[config.mk]
export PLATFORM = sky130hd
export DESIGN_NAME = read_range_page_splitter
export DESIGN_NICKNAME = d
export VERILOG_FILES = /design/src/design/rrps_pkg.sv /design/src/design/read_range_page_splitter.sv
export SDC_FILE = /design/constraint.sdc
export NUM_CORES = 1
export LEC_CHECK = 0
export BUFFER_PORTS_ARGS = -buffer_cell sky130_fd_sc_hd__buf_2
export CORE_MARGIN = 8
export CORE_UTILIZATION = 55
export DETAILED_ROUTE_END_ITERATION = 7
export MAX_ROUTING_LAYER = met4
export PLACE_DENSITY = 0.79
export SYNTH_ARGS = -nofsm -noshare
export SYNTH_HDL_FRONTEND = slang
export SYNTH_SLANG_ARGS = --single-unit
[constraint.sdc]
create_clock -name clk -period 9.2 [get_ports clk]
set_clock_uncertainty 0.15 [all_clocks]
set_input_delay 0.92 -clock clk [delete_from_list [all_inputs] [get_ports clk]]
set_output_delay 0.92 -clock clk [all_outputs]
set_load 0.02 [all_outputs]
[src/design/rrps_pkg.sv]
package rrps_pkg;

	// stream widths; the tdata widths are whole bytes
	localparam int IN_TDATA_W  = 160;
	localparam int OUT_TDATA_W = 72;
	localparam int STATUS_W    = 2;

	localparam int OBJ_W      = 63;
	localparam int REQ_W      = 32;
	localparam int LEN_W      = 20;
	localparam int SEQ_W      = 32;
	localparam int OFF_W      = 19;
	localparam int PLANNED_W  = 33;
	localparam int PLOG_W     = 5;
	localparam int CFG_ADDR_W = 2;
	localparam int CFG_DATA_W = 32;

	localparam logic [PLOG_W-1:0] PAGE_LOG2_MIN   = 5'd12;
	localparam logic [PLOG_W-1:0] PAGE_LOG2_MAX   = 5'd19;
	localparam logic [PLOG_W-1:0] PAGE_LOG2_RESET = 5'd18;
	localparam logic [REQ_W-1:0]  MIN_LEN_RESET   = 32'd524288;
	localparam logic [REQ_W-1:0]  MAX_LEN_RESET   = 32'd134217728;

	// register indexes
	localparam logic [CFG_ADDR_W-1:0] REG_PAGE_LOG2    = 2'd0;
	localparam logic [CFG_ADDR_W-1:0] REG_MIN_READ_LEN = 2'd1;
	localparam logic [CFG_ADDR_W-1:0] REG_MAX_READ_LEN = 2'd2;

	// result status codes
	localparam logic [STATUS_W-1:0] STATUS_OK    = 2'd0;
	localparam logic [STATUS_W-1:0] STATUS_TRUNC = 2'd1;
	localparam logic [STATUS_W-1:0] STATUS_ERR   = 2'd2;

	typedef enum logic [2:0] {
		ST_IDLE,
		ST_CHECK,
		ST_BOUND,
		ST_LEN,
		ST_EMIT
	} state_t;

endpackage

[src/design/read_range_page_splitter.sv]
// Read range page splitter. Takes one read request (object length, start
// offset, requested length) and returns its page pieces in order, each with
// page number, offset within the page and length; tlast marks the final
// piece and tuser carries the status (ok, truncated at the piece limit, or
// offset at or past the end, the last as one empty item); a request whose
// read cap or needed length is zero returns no item. The block checks the
// offset against the object end, then bounds the amount to read (at most
// MAX_PIECES pieces), then for each piece sizes it and loads it into the
// output register, advancing cursor and byte count; each load waits while
// the output is held by tready, the empty item for an offset at or past the
// end too. s_tready is high only while no request is in hand, so the next
// request is taken in the idle cycle after the last piece is loaded.
// Write configuration only while the block is idle.
module read_range_page_splitter #(
	parameter int MAX_PIECES = 64
) (
	input  logic                                clk,
	input  logic                                arst_n,
	// object_len[62:0], start_offset[125:63], request_len[157:126]
	input  logic [rrps_pkg::IN_TDATA_W-1:0]     s_tdata,
	input  logic                                s_tvalid,
	output logic                                s_tready,
	// piece_len[19:0], page_sequence[51:20], offset_in_page[70:52]
	output logic [rrps_pkg::OUT_TDATA_W-1:0]    m_tdata,
	output logic                                m_tlast,
	// status[1:0]
	output logic [rrps_pkg::STATUS_W-1:0]       m_tuser,
	output logic                                m_tvalid,
	input  logic                                m_tready,
	input  logic                                cfg_we,
	input  logic [rrps_pkg::CFG_ADDR_W-1:0]     cfg_addr,
	input  logic [rrps_pkg::CFG_DATA_W-1:0]     cfg_wdata
);

	localparam int CNT_W = $clog2(MAX_PIECES + 1);

	// configuration
	logic [rrps_pkg::PLOG_W-1:0]     page_log2_q;
	logic [rrps_pkg::REQ_W-1:0]      min_len_q;
	logic [rrps_pkg::REQ_W-1:0]      max_len_q;

	rrps_pkg::state_t                state_q, state_d;

	// request working set
	logic [rrps_pkg::OBJ_W-1:0]      obj_q;
	logic [rrps_pkg::OBJ_W-1:0]      cursor_q;
	logic [rrps_pkg::OBJ_W-1:0]      rem_q;
	logic [rrps_pkg::REQ_W-1:0]      req_q;
	logic [rrps_pkg::REQ_W-1:0]      cap_q;
	logic [rrps_pkg::REQ_W-1:0]      need_q;
	logic [rrps_pkg::PLANNED_W-1:0]  planned_q;
	logic [CNT_W-1:0]                count_q;
	logic [rrps_pkg::LEN_W-1:0]      len_q;
	logic [rrps_pkg::OFF_W-1:0]      off_q;
	logic [rrps_pkg::SEQ_W-1:0]      seq_q;

	// output register
	logic                            out_valid_q;
	logic [rrps_pkg::LEN_W-1:0]      out_len_q;
	logic [rrps_pkg::SEQ_W-1:0]      out_seq_q;
	logic [rrps_pkg::OFF_W-1:0]      out_off_q;
	logic                            out_last_q;
	logic [rrps_pkg::STATUS_W-1:0]   out_status_q;

	// combinational
	logic                            out_free;
	logic                            out_load;
	logic                            load_err;
	logic                            in_accept;
	logic [rrps_pkg::OBJ_W:0]        diff;
	logic                            past_end;
	logic [rrps_pkg::REQ_W-1:0]      cap_d;
	logic [rrps_pkg::REQ_W-1:0]      need_d;
	logic [rrps_pkg::PLOG_W-1:0]     pl_eff;
	logic [rrps_pkg::LEN_W-1:0]      psize;
	logic [rrps_pkg::OFF_W-1:0]      page_mask;
	logic [rrps_pkg::OFF_W-1:0]      off_d;
	logic [rrps_pkg::LEN_W-1:0]      span;
	logic [rrps_pkg::LEN_W-1:0]      len_d;
	logic [rrps_pkg::PLANNED_W-1:0]  planned_n;
	logic [CNT_W-1:0]                count_n;
	logic                            cont;
	logic                            trunc;
	logic                            piece_last;

	assign in_accept = s_tvalid && s_tready;
	assign s_tready  = (state_q == rrps_pkg::ST_IDLE);
	assign out_free  = !out_valid_q || m_tready;

	// clamp page size into the supported range
	always_comb begin
		if (page_log2_q < rrps_pkg::PAGE_LOG2_MIN) begin
			pl_eff = rrps_pkg::PAGE_LOG2_MIN;
		end else if (page_log2_q > rrps_pkg::PAGE_LOG2_MAX) begin
			pl_eff = rrps_pkg::PAGE_LOG2_MAX;
		end else begin
			pl_eff = page_log2_q;
		end
	end

	assign psize     = rrps_pkg::LEN_W'(1) << pl_eff;
	assign page_mask = rrps_pkg::OFF_W'(psize - rrps_pkg::LEN_W'(1));

	// setup: bytes left, then cap and need
	assign diff     = {1'b0, obj_q} - {1'b0, cursor_q};
	assign past_end = diff[rrps_pkg::OBJ_W] || (diff[rrps_pkg::OBJ_W-1:0] == '0);
	assign cap_d    = (rem_q < {31'b0, max_len_q}) ? rem_q[rrps_pkg::REQ_W-1:0] : max_len_q;
	assign need_d   = (req_q <= min_len_q) ? min_len_q : req_q;

	// piece size: cut at page end and object end
	assign off_d = cursor_q[rrps_pkg::OFF_W-1:0] & page_mask;
	assign span  = psize - {1'b0, off_d};
	assign len_d = (rem_q < {43'b0, span}) ? rem_q[rrps_pkg::LEN_W-1:0] : span;

	// advance: decide whether another piece follows
	assign planned_n  = planned_q + {13'b0, len_q};
	assign count_n    = count_q + CNT_W'(1);
	assign cont       = (planned_n < {1'b0, need_q}) && (planned_n < {1'b0, cap_q});
	assign trunc      = cont && (count_n == CNT_W'(MAX_PIECES));
	assign piece_last = !cont || trunc;

	always_ff @(posedge clk or negedge arst_n) begin
		if (!arst_n) begin
			state_q <= rrps_pkg::ST_IDLE;
		end else begin
			state_q <= state_d;
		end
	end

	always_comb begin
		state_d  = state_q;
		out_load = 1'b0;
		load_err = 1'b0;
		unique case (state_q)
			rrps_pkg::ST_IDLE: begin
				if (in_accept) begin
					state_d = rrps_pkg::ST_CHECK;
				end
			end
			rrps_pkg::ST_CHECK: begin
				if (!past_end) begin
					state_d = rrps_pkg::ST_BOUND;
				end else if (out_free) begin
					out_load = 1'b1;
					load_err = 1'b1;
					state_d  = rrps_pkg::ST_IDLE;
				end
			end
			rrps_pkg::ST_BOUND: begin
				// nothing to read when cap or need is zero
				if (cap_d == '0 || need_d == '0) begin
					state_d = rrps_pkg::ST_IDLE;
				end else begin
					state_d = rrps_pkg::ST_LEN;
				end
			end
			rrps_pkg::ST_LEN: begin
				state_d = rrps_pkg::ST_EMIT;
			end
			rrps_pkg::ST_EMIT: begin
				if (out_free) begin
					out_load = 1'b1;
					state_d  = piece_last ? rrps_pkg::ST_IDLE : rrps_pkg::ST_LEN;
				end
			end
		endcase
	end

	always_ff @(posedge clk) begin
		unique case (state_q)
			rrps_pkg::ST_IDLE: begin
				if (in_accept) begin
					obj_q    <= s_tdata[62:0];
					cursor_q <= s_tdata[125:63];
					req_q    <= s_tdata[157:126];
				end
			end
			rrps_pkg::ST_CHECK: begin
				rem_q <= diff[rrps_pkg::OBJ_W-1:0];
			end
			rrps_pkg::ST_BOUND: begin
				cap_q     <= cap_d;
				need_q    <= need_d;
				planned_q <= '0;
				count_q   <= '0;
			end
			rrps_pkg::ST_LEN: begin
				len_q <= len_d;
				off_q <= off_d;
				seq_q <= rrps_pkg::SEQ_W'(cursor_q >> pl_eff);
			end
			rrps_pkg::ST_EMIT: begin
				if (out_free) begin
					cursor_q  <= cursor_q + {43'b0, len_q};
					rem_q     <= rem_q - {43'b0, len_q};
					planned_q <= planned_n;
					count_q   <= count_n;
				end
			end
		endcase
	end

	// output register
	always_ff @(posedge clk or negedge arst_n) begin
		if (!arst_n) begin
			out_valid_q <= 1'b0;
		end else if (out_load) begin
			out_valid_q <= 1'b1;
		end else if (m_tready) begin
			out_valid_q <= 1'b0;
		end
	end

	always_ff @(posedge clk) begin
		if (out_load) begin
			if (load_err) begin
				out_len_q    <= '0;
				out_seq_q    <= '0;
				out_off_q    <= '0;
				out_last_q   <= 1'b1;
				out_status_q <= rrps_pkg::STATUS_ERR;
			end else begin
				out_len_q    <= len_q;
				out_seq_q    <= seq_q;
				out_off_q    <= off_q;
				out_last_q   <= piece_last;
				out_status_q <= trunc ? rrps_pkg::STATUS_TRUNC : rrps_pkg::STATUS_OK;
			end
		end
	end

	assign m_tvalid = out_valid_q;
	assign m_tdata  = {1'b0, out_off_q, out_seq_q, out_len_q};
	assign m_tlast  = out_last_q;
	assign m_tuser  = out_status_q;

	// configuration registers; unknown indexes are dropped
	always_ff @(posedge clk or negedge arst_n) begin
		if (!arst_n) begin
			page_log2_q <= rrps_pkg::PAGE_LOG2_RESET;
			min_len_q   <= rrps_pkg::MIN_LEN_RESET;
			max_len_q   <= rrps_pkg::MAX_LEN_RESET;
		end else if (cfg_we) begin
			unique case (cfg_addr)
				rrps_pkg::REG_PAGE_LOG2:    page_log2_q <= cfg_wdata[rrps_pkg::PLOG_W-1:0];
				rrps_pkg::REG_MIN_READ_LEN: min_len_q   <= cfg_wdata;
				rrps_pkg::REG_MAX_READ_LEN: max_len_q   <= cfg_wdata;
				default: begin
				end
			endcase
		end
	end

endmodule

==> qor.yml <==
post_cts_buffers: 0
critPathTopFamily: "compound AO/OA/AOI/OAI gates"
core_area_um2: 63200
cts.clk_slew.worst_paths_ns: 0.06
worst_pin_slew_ns: 1.272
path_common_cell: "o21ai_0"
io_pins: 276
h-tree-depth: 2
async_flop_share: 0.1344
slew_headroom: 0.1301
path_cells: "ha_1, fa_1, a21o_1, a21oi_1, o21ai_0, a211oi_1, o41ai_1, a2111oi_0, o31ai_1, nand3_1, xnor2_1, ha_1, a21oi_1, nor3_1, a2111oi_0, o21ai_0, nor3_1, o21ai_0, a31oi_1, o31a_1, nand2_1, o31ai_1, o21bai_1, a22o_1"
syn_area_um2: 35230
gp_congestion: 0.9648
crit_type: "flop to flop"
wl_per_cell_um: 20.85
cts_tree: "built"
outcome: "finished, final reports clean"
ir_drop_mv: 0.3601
insertion_delay_ns: 0.65
dieArea_um2: 72410
period_share: 0.7658
cp-end-kind: "flop"
ys_seq_elements: 543
cts_buffers: 59
grtUsageTotal: 0.2653
hold_class: "primary input to async pin"
drt-total-wl_mm: 95.96
final_cell_mix: "470 x edfxtp_1, 293 x inv_1, 275 x nand2_1"
max_stage_delay_ns: 0.88
start_kind: "flop"
ys_warn_count: 0
drc_errors: 0
synth.avg_cell_area_um2: 10.09
grt_pass1_wl_mm: 147.4
stdcell_count: 4603
numPlacedInstances: 4489
synth_edf_count: 470
antenna_found_initial: 2
cp_slowest_cell: "o31ai_1"
critPathBufInv: 0
p_leak_nw: 16.48
ctsRootBufferMaster: "clkbuf_16"
ant_nets: 0
finalSetupViolCount: 0
rows: 92
drv_cap: 0
holdBufCountCts: 0
max_freq_mhz: 141.9
seq_area_frac_synth: 0.4526
reg2reg_to: "state_q[0]$_DFFE_PN0P_"
finalMaxSlewViolations: 0
initial_utilization: 0.5575
grt_pass1_vias: 27020
cts_resized: 0
first_pass_iters: 7
vias: 27630
cts_sinks: 543
rrSetupSlack_ns: 2.15
synth_top_flop_cell: "edfxtp_1"
hold_viol: 0
wl_met3_mm: 5.638
fin_nets: 4182
grt_start_max_net_pins: 96
place_hpwl_mm: 72.78
cts_buffer_depth: 3
wl_met1_mm: 39.62
syn_inst: 3492
worstPathArrival_ns: 7.45
top_layer: "met4"
min_period_ns: 7.046
dr_wl_met2_mm: 46.65
drive_above_1_share: 0.1518
r2r-start: "len_q[0]$_DFFE_PP_"
port_buffers: 272
ys_types: 83
synthToLayoutAreaGrowth_pct: 11.37
powerDensity_nw_per_um2: 334.3
drt-initial-drc-count: 2512
reg2reg_depth: 24
fp.dieH_um: 269.1
setup_tns_ns: 0
cp_data_required_time_ns: 9.61
grt_setup_unrepaired: "false"
grt-ovfl-total: 0
fp.dieW_um: 269.1
n_fill_cell: 5079
vias_per_cell: 6.003
final_common_cell: "edfxtp_1"
worstPathMaxFanout: 7
==> power breakdown <==
group	internal (W)	total, W	switching (W)
clock network	0.00131	0.00234	0.00103
logic	0.00238	0.00637	0.00400
registers	0.00382	0.00440	0.000574
==> area by class of cell <==
cell class	instances	area (um2)	area share
clock inverters	43	315.3	0.008036
multi-input cells	2516	17710	0.4513
diodes	2	5.005	0.0001276
flip-flops and latches	543	15950	0.4064
repair buffers	290	1499	0.03820
inverters	294	1106	0.02819
well taps	846	1059	0.02698
clock buffers	69	1599	0.04075
==> registers in the layout, indices dropped and copies added (netlist names), 7 cells and up <==
register	flops
seq_q	32
out_seq_q	32
off_q	19
count_q	7
req_q	32
need_q	32
rem_q	63
obj_q	63
min_len_q	32
out_off_q	19
planned_q	33
len_q	20
max_len_q	32
out_len_q	20
cap_q	32
cursor_q	63
==> worst max path at each step <==
stage	start	end	slack, ns	cells after the start
floorplan	state_q[2]$_DFFE_PN0P_	count_q[0]$_SDFFCE_PP0P_	1.99	3
global placement	len_q[0]$_DFFE_PP_	state_q[0]$_DFFE_PN0P_	2.51	24
detailed placement	len_q[0]$_DFFE_PP_	state_q[0]$_DFFE_PN0P_	2.34	24
CTS	len_q[0]$_DFFE_PP_	state_q[0]$_DFFE_PN0P_	2.27	24
global route	len_q[0]$_DFFE_PP_	state_q[0]$_DFFE_PN0P_	1.51	24
finish	len_q[0]$_DFFE_PP_	state_q[0]$_DFFE_PN0P_	2.15	24
==> per-stage QoR <==
stage | util | power, W | setup WS, ns | cell area (um2) | hold WS (ns)
2_1_floorplan | - | 0.008843 | 1.991 | 35250 | 0.3591
3_3_place_gp | 0.5905 | 0.01048 | 2.506 | 37320 | 0.3494
3_5_place_dp | 0.5905 | 0.01067 | 2.336 | 37320 | 0.3692
4_1_cts | 0.6208 | 0.01307 | 2.275 | 39230 | 0.2638
5_1_grt | 0.6209 | 0.01396 | 1.507 | 39240 | 0.2778
6_report | 0.6209 | 0.01312 | 2.154 | 39240 | 0.2969
==> cell families (layout without fill, tap and decap cells) <==
logic type                 Yosys count  after routing  synth area share
AOI/OAI and AO/OA                  806            806            0.1426
xor gates and xnor gates           215            215           0.05345
adders and majority gates          279            279            0.1001
buffers and inverters              437            696           0.04755
DFF                                543            543            0.4526
muxes                              197            197           0.06062
other                                2              8         0.0002132
and+or+nand+nor                   1013           1013            0.1428
==> synth_stat cells, types with 6 or more instances <==
cell type,n,share of area
or4_1,9,0.0019
buf_1,13,0.0014
o21ai_0,233,0.033
or3_1,40,0.0071
edfxtp_1,470,0.40
and4_1,6,0.0015
and3_1,27,0.0048
nand2_1,278,0.030
a21boi_0,7,0.0015
a221oi_1,6,0.0015
a21o_1,113,0.024
buf_2,7,0.00099
nor2_1,217,0.023
mux2_2,131,0.042
a31o_2,9,0.0022
ha_1,274,0.097
o21a_1,28,0.0060
a2111oi_0,8,0.0020
nand2b_1,31,0.0055
a211oi_1,22,0.0047
xnor2_1,142,0.035
nor3_1,71,0.010
clkbuf_1,116,0.012
inv_1,294,0.031
o211ai_1,14,0.0030
a31oi_1,25,0.0044
buf_4,7,0.0015
nor3b_1,6,0.0013
o31ai_1,23,0.0049
nor4_1,69,0.012
or2_2,9,0.0016
o2111ai_1,10,0.0025
nand3_1,48,0.0068
o31a_1,10,0.0025
mux2i_1,66,0.019
nor2b_1,78,0.014
nand4_1,63,0.011
and2_1,43,0.0076
dfrtp_1,69,0.049
o21bai_1,24,0.0051
xor2_1,73,0.018
a21oi_1,218,0.031
o22ai_1,6,0.0011
==> per-layer routing <==
metal / up-vias / GRT usage
met4: 0 / 0.1057
met1: 13310 / 0.3336
li1: 13120 / -
met3: 224 / 0.02822
met2: 978 / 0.4390
met5: - / -
(Power assumes the default switching activity.)
